[config.mk]
export PLATFORM = sky130hd
export DESIGN_NAME = aloha_mac_ack_backoff
export DESIGN_NICKNAME = d
export VERILOG_FILES = /design/src/amab_pkg.sv /design/src/amab_dq.sv /design/src/amab_core.sv /design/src/aloha_mac_ack_backoff.sv
export SDC_FILE = /design/constraint.sdc
export NUM_CORES = 1
export LEC_CHECK = 0
export BUFFER_PORTS_ARGS = -buffer_cell sky130_fd_sc_hd__buf_2
export CAP_MARGIN = 20
export CORE_MARGIN = 2
export CORE_UTILIZATION = 60
export DETAILED_ROUTE_END_ITERATION = 8
export HOLD_SLACK_MARGIN = 0.08
export PLACE_DENSITY = 0.78
export SLEW_MARGIN = 5
export SYNTH_ARGS = -nofsm -noshare
export SYNTH_HDL_FRONTEND = slang
export SYNTH_HIERARCHICAL = 1
export SYNTH_SLANG_ARGS = --single-unit
[constraint.sdc]
create_clock -name clk -period 14 [get_ports clk]
set_input_delay 2.8 -clock clk [delete_from_list [all_inputs] [get_ports clk]]
set_output_delay 2.8 -clock clk [all_outputs]
set_load 0.02 [all_outputs]
[src/amab_pkg.sv]
`default_nettype none

package amab_pkg;

	// Queue and protocol constants
	localparam int unsigned QUEUE_DEPTH    = 16;
	localparam int unsigned MAX_BACKOFFS   = 4;
	localparam logic [7:0]  BROADCAST_ADDR = 8'hFF;

	localparam int unsigned QPTR_W     = $clog2(QUEUE_DEPTH);
	localparam int unsigned QCNT_W     = $clog2(QUEUE_DEPTH + 1);
	localparam int unsigned BCNT_W     = 4;
	localparam int unsigned CFG_IDX_W  = 3;
	localparam int unsigned CFG_DATA_W = 16;

	typedef logic [QPTR_W-1:0] qptr_t;
	typedef logic [QCNT_W-1:0] qcnt_t;
	typedef logic [BCNT_W-1:0] bcnt_t;

	localparam qptr_t QPTR_LAST  = qptr_t'(QUEUE_DEPTH - 1);
	localparam qcnt_t QCNT_FULL  = qcnt_t'(QUEUE_DEPTH);
	localparam bcnt_t BCNT_LIMIT = bcnt_t'(MAX_BACKOFFS);

	// Event codes
	typedef enum logic [2:0] {
		FN_ENQUEUE      = 3'd0,
		FN_BACKOFF_DONE = 3'd1,
		FN_WAIT_DONE    = 3'd2,
		FN_TX_DONE      = 3'd3,
		FN_RX_ACK       = 3'd4,
		FN_RX_DATA      = 3'd5,
		FN_ACK_RETRY    = 3'd6
	} func_t;

	// Transceiver states
	typedef enum logic [1:0] {
		RADIO_SLEEP     = 2'd0,
		RADIO_IDLE      = 2'd1,
		RADIO_SENDING   = 2'd2,
		RADIO_RECEIVING = 2'd3
	} radio_t;

	// Head frame completion codes
	typedef enum logic [1:0] {
		HD_NONE      = 2'd0,
		HD_COMPLETED = 2'd1,
		HD_DROPPED   = 2'd2
	} head_done_t;

	// Configuration register indexes
	typedef enum logic [CFG_IDX_W-1:0] {
		CFG_ACK_ON            = 3'd0,
		CFG_PERSIST_THRESHOLD = 3'd1,
		CFG_MIN_BACKOFF_TICKS = 3'd2,
		CFG_MAX_BACKOFF_TICKS = 3'd3,
		CFG_WAIT_ACK_TICKS    = 3'd4,
		CFG_ACK_RETRY_MAX     = 3'd5,
		CFG_OWN_ADDRESS       = 3'd6
	} cfg_idx_t;

	// MAC mode, one-hot
	typedef enum logic [3:0] {
		MODE_PASSIVE  = 4'b0001,
		MODE_BACKOFF  = 4'b0010,
		MODE_SEND     = 4'b0100,
		MODE_WAIT_ACK = 4'b1000
	} mode_t;

	typedef struct packed {
		logic [2:0]  func;
		logic [7:0]  dest_address;
		logic [7:0]  src_address;
		logic        rx_error;
		logic [1:0]  radio_state;
		logic [15:0] rand_persist;
		logic [15:0] rand_delay;
	} evt_t;

	typedef struct packed {
		logic        tx_data;
		logic [7:0]  data_dest;
		logic        send_ack;
		logic [7:0]  ack_dest;
		logic        backoff_start;
		logic [15:0] backoff_ticks;
		logic        wait_ack_start;
		logic        ack_retry_start;
		logic [15:0] ack_retry_ticks;
		logic        deliver_up;
		logic [1:0]  head_done;
		logic        request_rejected;
	} res_t;

	typedef struct packed {
		logic        ack_on;
		logic [15:0] persist_threshold;
		logic [15:0] min_backoff_ticks;
		logic [15:0] max_backoff_ticks;
		logic [15:0] ack_retry_max;
		logic [7:0]  own_address;
	} cfg_t;

	// Control from the decision stage to the destination queue
	typedef struct packed {
		logic       we;
		qptr_t      waddr;
		logic [7:0] wdata;
		logic       rd_en;
		qptr_t      raddr0;
		qptr_t      raddr1;
	} qreq_t;

	// Head entry and the one behind it
	typedef struct packed {
		logic [7:0] head0;
		logic [7:0] head1;
	} qdata_t;

	function automatic qptr_t qptr_inc(input qptr_t p);
		return (p == QPTR_LAST) ? '0 : p + 1'b1;
	endfunction

endpackage

`default_nettype wire

[src/amab_dq.sv]
`default_nettype none

module amab_dq (
	input  wire logic             clk,
	input  amab_pkg::qreq_t       req,
	output amab_pkg::qdata_t      rdata
);

	logic [7:0] mem_q [amab_pkg::QUEUE_DEPTH];
	logic [7:0] rd0_s1, rd1_s1, fwd_data_s1;
	logic       fwd0_s1, fwd1_s1;

	// Write the tail entry; read the next two head entries for the incoming request
	always_ff @(posedge clk) begin
		if (req.we) begin
			mem_q[req.waddr] <= req.wdata;
		end
		if (req.rd_en) begin
			rd0_s1      <= mem_q[req.raddr0];
			rd1_s1      <= mem_q[req.raddr1];
			fwd0_s1     <= req.we && (req.waddr == req.raddr0);
			fwd1_s1     <= req.we && (req.waddr == req.raddr1);
			fwd_data_s1 <= req.wdata;
		end
	end

	// Forward an entry written in the same cycle as it was read
	assign rdata.head0 = fwd0_s1 ? fwd_data_s1 : rd0_s1;
	assign rdata.head1 = fwd1_s1 ? fwd_data_s1 : rd1_s1;

endmodule

`default_nettype wire

[src/amab_core.sv]
`default_nettype none

module amab_core (
	input  wire logic             clk,
	input  wire logic             arst_n,
	input  amab_pkg::cfg_t        cfg,
	input  amab_pkg::evt_t        evt,
	input  wire logic             fire,
	input  wire logic             accept,
	input  amab_pkg::qdata_t      qdata,
	output amab_pkg::qreq_t       qreq,
	output amab_pkg::res_t        res
);

	amab_pkg::mode_t mode_q, mode_d;
	amab_pkg::bcnt_t bcnt_q, bcnt_d;
	logic            blk_q, blk_d;
	logic            last_ack_q, last_ack_d;
	amab_pkg::qptr_t head_q, head_d, tail_q, tail_d, raddr;
	amab_pkg::qcnt_t cnt_q, cnt_d;

	logic        busy, use_retry, is_bcast, for_us;
	logic [15:0] lo, hi, mul_a, bo_ticks;
	logic [31:0] prod;
	logic [7:0]  hd;

	assign busy     = (evt.radio_state == amab_pkg::RADIO_SENDING) ||
	                  (evt.radio_state == amab_pkg::RADIO_RECEIVING);
	assign is_bcast = (evt.dest_address == amab_pkg::BROADCAST_ADDR);
	assign for_us   = (evt.dest_address == cfg.own_address);

	// Share one multiplier between the backoff span and the ACK retry delay
	always_comb begin
		use_retry = (amab_pkg::func_t'(evt.func) == amab_pkg::FN_ACK_RETRY) ||
		            ((amab_pkg::func_t'(evt.func) == amab_pkg::FN_RX_DATA) &&
		             cfg.ack_on && !is_bcast);
		if (cfg.max_backoff_ticks < cfg.min_backoff_ticks) begin
			lo = cfg.max_backoff_ticks;
			hi = cfg.min_backoff_ticks;
		end else begin
			lo = cfg.min_backoff_ticks;
			hi = cfg.max_backoff_ticks;
		end
		mul_a    = use_retry ? cfg.ack_retry_max : (hi - lo);
		prod     = {16'd0, mul_a} * {16'd0, evt.rand_delay};
		bo_ticks = lo + prod[31:16];
	end

	// Decide the result and the next state for the request in the stage
	always_comb begin
		logic q_we, do_tsh, removed, ack_req, bo_req;
		mode_d     = mode_q;
		bcnt_d     = bcnt_q;
		blk_d      = blk_q;
		last_ack_d = last_ack_q;
		head_d     = head_q;
		tail_d     = tail_q;
		cnt_d      = cnt_q;
		res        = '0;
		q_we       = 1'b0;
		do_tsh     = 1'b0;
		removed    = 1'b0;
		ack_req    = 1'b0;
		bo_req     = 1'b0;
		hd         = removed ? qdata.head1 : qdata.head0;

		unique case (amab_pkg::func_t'(evt.func))
			amab_pkg::FN_ENQUEUE: begin
				if (cnt_q == amab_pkg::QCNT_FULL) begin
					res.request_rejected = 1'b1;
				end else begin
					q_we   = 1'b1;
					tail_d = amab_pkg::qptr_inc(tail_q);
					cnt_d  = cnt_q + 1'b1;
					do_tsh = (mode_q == amab_pkg::MODE_PASSIVE) && (cnt_q == '0) && !blk_q;
				end
			end
			amab_pkg::FN_BACKOFF_DONE: begin
				do_tsh = 1'b1;
			end
			amab_pkg::FN_WAIT_DONE: begin
				bcnt_d = bcnt_q + 1'b1;
				if (bcnt_d < amab_pkg::BCNT_LIMIT) begin
					bo_req = 1'b1;
				end else begin
					// give up on the head frame
					bcnt_d        = '0;
					res.head_done = amab_pkg::HD_DROPPED;
					if (cnt_q != '0) begin
						head_d  = amab_pkg::qptr_inc(head_q);
						cnt_d   = cnt_q - 1'b1;
						removed = 1'b1;
					end
					mode_d = amab_pkg::MODE_PASSIVE;
					do_tsh = !blk_q && (cnt_d != '0);
				end
			end
			amab_pkg::FN_TX_DONE: begin
				if (blk_q) begin
					blk_d  = 1'b0;
					do_tsh = (mode_q == amab_pkg::MODE_PASSIVE) && (cnt_q != '0);
				end else if (!cfg.ack_on) begin
					mode_d = amab_pkg::MODE_PASSIVE;
					do_tsh = (cnt_q != '0);
				end else if (!last_ack_q) begin
					mode_d = amab_pkg::MODE_WAIT_ACK;
				end
			end
			amab_pkg::FN_RX_ACK: begin
				if (!evt.rx_error && for_us && (mode_q == amab_pkg::MODE_WAIT_ACK)) begin
					bcnt_d        = '0;
					res.head_done = amab_pkg::HD_COMPLETED;
					if (cnt_q != '0) begin
						head_d  = amab_pkg::qptr_inc(head_q);
						cnt_d   = cnt_q - 1'b1;
						removed = 1'b1;
					end
					mode_d = amab_pkg::MODE_PASSIVE;
					do_tsh = !blk_q && (cnt_d != '0);
				end
			end
			amab_pkg::FN_RX_DATA: begin
				if (!evt.rx_error && (for_us || is_bcast)) begin
					res.deliver_up = 1'b1;
					if (cfg.ack_on && !is_bcast) begin
						ack_req = 1'b1;
						bcnt_d  = '0;
					end else begin
						do_tsh = (mode_q == amab_pkg::MODE_PASSIVE) && !blk_q && (cnt_q != '0);
					end
				end
			end
			amab_pkg::FN_ACK_RETRY: begin
				ack_req = 1'b1;
			end
			default: begin
			end
		endcase

		// Offer an ACK, or schedule its retry when the radio is busy
		if (ack_req) begin
			res.ack_dest = evt.src_address;
			if (busy) begin
				res.ack_retry_start = 1'b1;
				res.ack_retry_ticks = prod[31:16];
				mode_d              = amab_pkg::MODE_PASSIVE;
			end else begin
				res.send_ack = 1'b1;
				last_ack_d   = 1'b1;
				blk_d        = 1'b1;
			end
		end

		// Offer the head frame with p-persistence
		if (evt.func == amab_pkg::FN_ENQUEUE) begin
			hd = evt.dest_address;
		end else begin
			hd = removed ? qdata.head1 : qdata.head0;
		end
		if (do_tsh) begin
			if (cnt_d == '0) begin
				mode_d = amab_pkg::MODE_PASSIVE;
			end else if (evt.rand_persist <= cfg.persist_threshold) begin
				if (busy) begin
					mode_d = amab_pkg::MODE_PASSIVE;
				end else begin
					if ((hd != amab_pkg::BROADCAST_ADDR) && cfg.ack_on) begin
						mode_d             = amab_pkg::MODE_WAIT_ACK;
						res.wait_ack_start = 1'b1;
					end else begin
						if (res.head_done == amab_pkg::HD_NONE) begin
							res.head_done = amab_pkg::HD_COMPLETED;
						end
						head_d = amab_pkg::qptr_inc(head_d);
						cnt_d  = cnt_d - 1'b1;
						mode_d = amab_pkg::MODE_PASSIVE;
					end
					res.tx_data   = 1'b1;
					res.data_dest = hd;
					last_ack_d    = 1'b0;
					blk_d         = 1'b1;
				end
			end else begin
				// failed draw: the count stays below its limit here, so always back off
				bo_req = 1'b1;
			end
		end

		// Start the backoff timer
		if (bo_req) begin
			mode_d            = amab_pkg::MODE_BACKOFF;
			res.backoff_start = 1'b1;
			res.backoff_ticks = bo_ticks;
		end

		qreq.we    = fire && q_we;
		qreq.waddr = tail_q;
		qreq.wdata = evt.dest_address;

		// Read the head entries for the next request as they stand after this one
		raddr       = fire ? head_d : head_q;
		qreq.rd_en  = accept;
		qreq.raddr0 = raddr;
		qreq.raddr1 = amab_pkg::qptr_inc(raddr);
	end

	// Advance the MAC state as the request leaves the stage
	always_ff @(posedge clk or negedge arst_n) begin
		if (!arst_n) begin
			mode_q     <= amab_pkg::MODE_PASSIVE;
			bcnt_q     <= '0;
			blk_q      <= 1'b0;
			last_ack_q <= 1'b0;
			head_q     <= '0;
			tail_q     <= '0;
			cnt_q      <= '0;
		end else if (fire) begin
			mode_q     <= mode_d;
			bcnt_q     <= bcnt_d;
			blk_q      <= blk_d;
			last_ack_q <= last_ack_d;
			head_q     <= head_d;
			tail_q     <= tail_d;
			cnt_q      <= cnt_d;
		end
	end

	a_cnt_bound: assert property (@(posedge clk) disable iff (!arst_n)
		cnt_q <= amab_pkg::QCNT_FULL)
		else $error("queue count above depth");

	a_bcnt_bound: assert property (@(posedge clk) disable iff (!arst_n)
		bcnt_q < amab_pkg::BCNT_LIMIT)
		else $error("backoff count reached its limit");

	a_ptr_meet: assert property (@(posedge clk) disable iff (!arst_n)
		(cnt_q == '0 || cnt_q == amab_pkg::QCNT_FULL) |-> head_q == tail_q)
		else $error("queue pointers disagree with count");

	a_drop_clears: assert property (@(posedge clk) disable iff (!arst_n)
		(fire && res.head_done == amab_pkg::HD_DROPPED) |=> bcnt_q == '0)
		else $error("backoff count not cleared after drop");

endmodule

`default_nettype wire

[src/aloha_mac_ack_backoff.sv]
// ALOHA MAC controller with ACKs and random backoff. One event request is
// taken per cycle while the result output is not stalled, and its result is
// presented from the output register after the decision stage: the request
// is registered together with the two leading entries of the destination
// queue (a 16-entry memory with one write and two registered read ports,
// same-cycle writes forwarded), decided in one stage with a single shared
// 16x16 multiplier for the delay draws, and held in an output register that
// lets the next request enter while a result waits. Each event produces
// exactly one result. Configuration writes are always taken and should be
// made only while no request is in flight; ACK wait time writes are not stored.
`default_nettype none

module aloha_mac_ack_backoff (
	input  wire logic                                  clk,
	input  wire logic                                  arst_n,
	input  wire logic                                  evt_valid,
	output logic                                       evt_ready,
	input  amab_pkg::evt_t                             evt,
	output logic                                       res_valid,
	input  wire logic                                  res_ready,
	output amab_pkg::res_t                             res,
	input  wire logic                                  cfg_valid,
	output logic                                       cfg_ready,
	input  wire logic [amab_pkg::CFG_IDX_W-1:0]        cfg_index,
	input  wire logic [amab_pkg::CFG_DATA_W-1:0]       cfg_data
);

	amab_pkg::cfg_t   cfg_q;
	amab_pkg::evt_t   evt_s1;
	amab_pkg::res_t   res_d, res_q;
	amab_pkg::qreq_t  qreq;
	amab_pkg::qdata_t qdata;
	logic             valid_s1, out_valid_q, s1_fire, evt_acc;

	// Handshake: the stage moves on when the output register is free or emptying
	assign s1_fire   = valid_s1 && (!out_valid_q || res_ready);
	assign evt_ready = !valid_s1 || s1_fire;
	assign evt_acc   = evt_valid && evt_ready;
	assign cfg_ready = 1'b1;
	assign res_valid = out_valid_q;
	assign res       = res_q;

	// Configuration registers
	always_ff @(posedge clk or negedge arst_n) begin
		if (!arst_n) begin
			cfg_q.ack_on            <= 1'b1;
			cfg_q.persist_threshold <= 16'hFFFF;
			cfg_q.min_backoff_ticks <= 16'd0;
			cfg_q.max_backoff_ticks <= 16'd1500;
			cfg_q.ack_retry_max     <= 16'd50;
			cfg_q.own_address       <= 8'd0;
		end else if (cfg_valid) begin
			unique case (amab_pkg::cfg_idx_t'(cfg_index))
				amab_pkg::CFG_ACK_ON:            cfg_q.ack_on            <= cfg_data[0];
				amab_pkg::CFG_PERSIST_THRESHOLD: cfg_q.persist_threshold <= cfg_data;
				amab_pkg::CFG_MIN_BACKOFF_TICKS: cfg_q.min_backoff_ticks <= cfg_data;
				amab_pkg::CFG_MAX_BACKOFF_TICKS: cfg_q.max_backoff_ticks <= cfg_data;
				amab_pkg::CFG_WAIT_ACK_TICKS: begin
				end
				amab_pkg::CFG_ACK_RETRY_MAX:     cfg_q.ack_retry_max     <= cfg_data;
				amab_pkg::CFG_OWN_ADDRESS:       cfg_q.own_address       <= cfg_data[7:0];
				default: begin
				end
			endcase
		end
	end

	// Decision stage valid
	always_ff @(posedge clk or negedge arst_n) begin
		if (!arst_n) begin
			valid_s1 <= 1'b0;
		end else if (evt_acc) begin
			valid_s1 <= 1'b1;
		end else if (s1_fire) begin
			valid_s1 <= 1'b0;
		end
	end

	// Hold the request payload in the stage
	always_ff @(posedge clk) begin
		if (evt_acc) begin
			evt_s1 <= evt;
		end
	end

	// Output register
	always_ff @(posedge clk or negedge arst_n) begin
		if (!arst_n) begin
			out_valid_q <= 1'b0;
		end else if (s1_fire) begin
			out_valid_q <= 1'b1;
		end else if (res_ready) begin
			out_valid_q <= 1'b0;
		end
	end

	always_ff @(posedge clk) begin
		if (s1_fire) begin
			res_q <= res_d;
		end
	end

	amab_dq u_dq (
		.clk   (clk),
		.req   (qreq),
		.rdata (qdata)
	);

	amab_core u_core (
		.clk    (clk),
		.arst_n (arst_n),
		.cfg    (cfg_q),
		.evt    (evt_s1),
		.fire   (s1_fire),
		.accept (evt_acc),
		.qdata  (qdata),
		.qreq   (qreq),
		.res    (res_d)
	);

	a_fire_shows: assert property (@(posedge clk) disable iff (!arst_n)
		s1_fire |=> res_valid)
		else $error("decided request not presented");

endmodule

`default_nettype wire

==> impl_metrics.py <==
metrics = {
    "run_status": {
        "run_status": "complete, no violations",
    },
    "worst_setup_path": {
        "crit_path_top_delay_cell": "o31ai_2",
        "crit_arrival_ps": 13110,
        "worst-path-max-fanout": 43,
        "crit_path_end_kind": "register",
        "worstPathRequired_ps": 14300,
        "crit_path_max_incr_delay_ps": 890,
        "crit_type": "reg2reg",
        "cpMostUsedCell": "fa_1",
        "critPathLaunchType": "register",
        "worstRegToRegCells": 42,
    },
    "global_route": {
        "grt_pass1_wl_um": 112500,
        "grt-ovfl-total": 0,
        "grt_pass1_vias": 20370,
        "antenna_found_initial": 0,
        "grt_max_degree": 58,
        "grt_use_total": 0.3080,
    },
    "yosys": {
        "netlist_area_um2": 27510,
        "synth_area_per_cell_um2": 11.32,
        "yosys_warnings": 6,
        "synth_cells": 2430,
        "syn_nets": 2863,
    },
    "floorplan": {
        "boundaryPins": 138,
        "start_util": 0.6074,
        "die-area_um2": 47570,
        "fp.dieW_um": 218.1,
        "core_um2": 45280,
        "placementRows": 78,
        "chipHeight_um": 218.1,
    },
    "layout": {
        "area_growth_pct": 9.138,
        "post_route_cells_drive_above_1_share": 0.1749,
        "layout.cells.most_common": "inv_1",
        "diodes": 0,
        "final_nets": 2958,
        "layout_common_cells": "inv_1, edfxtp_1, nand2_1",
        "nFillCells": 3315,
    },
    "route": {
        "drt_iter0_drc": 2001,
        "viasPerCell": 6.291,
        "firstDrtPassIters": 8,
        "ant_nets": 0,
        "wl_per_cell_um": 22.67,
        "vias": 19850,
        "wirelength_um": 71540,
        "drcViolationCount": 0,
    },
    "timing": {
        "hold_viol": 0,
        "skew_ps": 46.97,
        "worst_pin_slew_ps": 1097,
        "finalSetupViolations": 0,
        "rsz0062_at_grt": "no",
        "fin_crit_sh": 0.9149,
        "fin_tns_setup_ps": 0,
        "period_minus_slack_ps": 12810,
        "maxSlewHeadroom": 0.2593,
        "drv_slew": 0,
        "max_freq_ghz": 0.07808,
    },
    "cts": {
        "cts_hold_buf": 0,
        "cts_setup_buffers": 0,
        "cts_tree": "yes",
        "clk_latency_ps": 590,
        "cts_made_buffers": 41,
        "cts_max_level": 2,
        "ctsRootBufferMaster": "clkbuf_16",
        "cts.sinks": 362,
        "clkTransAtPathRegs_ps": 60,
        "cts_resized": 0,
        "cts_max_path_buffers": 3,
    },
    "placed_design": {
        "place_hpwl_um": 50730,
        "numPortBuffers": 135,
        "gp_congestion": 0.9524,
    },
    "hold_path": {
        "holdPathStages": 1,
        "hold_path_class": "reg2reg",
    },
    "run": {
        "drv_cap": 0,
    },
}
[worst paths after layout]
path,endpoint,slack [ps],from
max,res[37],1190,cfg_q[39]
min,res_valid,480,valid_s1
max reg2reg,res[37],1190,cfg_q[39]
min reg2reg,res_valid,480,valid_s1
max in group asynchronous,cfg_q[40],10590,arst_n
min in group asynchronous,res_valid,2220,arst_n
[final cells by class]
class | count | area, µm² | area share
clock buffer | 48 | 1072 | 0.03572
sequential | 362 | 10420 | 0.3469
inverter | 311 | 1167 | 0.03889
timing repair buffer | 170 | 948.4 | 0.03159
multi-input combinational | 1639 | 15380 | 0.5123
clock inverter | 26 | 286.5 | 0.009544
tap | 600 | 750.7 | 0.02501
[metrics by stage]
stage	hold WS, ps	setup WS [ps]	instances	area [µm²]	utilization
after floorplan	449.0	2915	2430	27510	-
after global placement	474.8	1618	3080	28640	0.6324
after detailed placement	486.8	1375	3081	28650	0.6326
after CTS	494.8	1300	3155	30010	0.6626
after global routing	515.3	469.9	3156	30020	0.6629
final	483.5	1192	3156	30020	0.6629
[registers in the layout (all words and copies together), names as in the netlist, 5 cells and up]
register and flops:
u_dq/mem_q 128, u_dq/rd1_s1 8, u_dq/fwd_data_s1 8, evt_s1 53, u_core/cnt_q 5, res 57
u_dq/rd0_s1 8, cfg_q 73
[worst max-delay path, delay by kind of cell (launching register included)]
kind	cells	cell delay (ps)
flip-flops	1	400
buffers and inverters	5	940
adder cells (fa/ha/maj)	9	4200
AND/OR/NAND/NOR	9	1830
AO/OA/AOI/OAI	17	4470
XOR/XNOR	1	230
multiplexers	1	430
[per-layer routing]
metal	global-route usage	wire length [µm]	vias up
li1	-	-	8738
met1	0.4262	29120	9909
met2	0.4849	32840	1035
met3	0.06987	7290	171
met4	0.1023	2290	0
met5	0	0	-
Power is not shown: default switching activity piles up to over one toggle a cycle in this logic, so the estimate is an artifact.
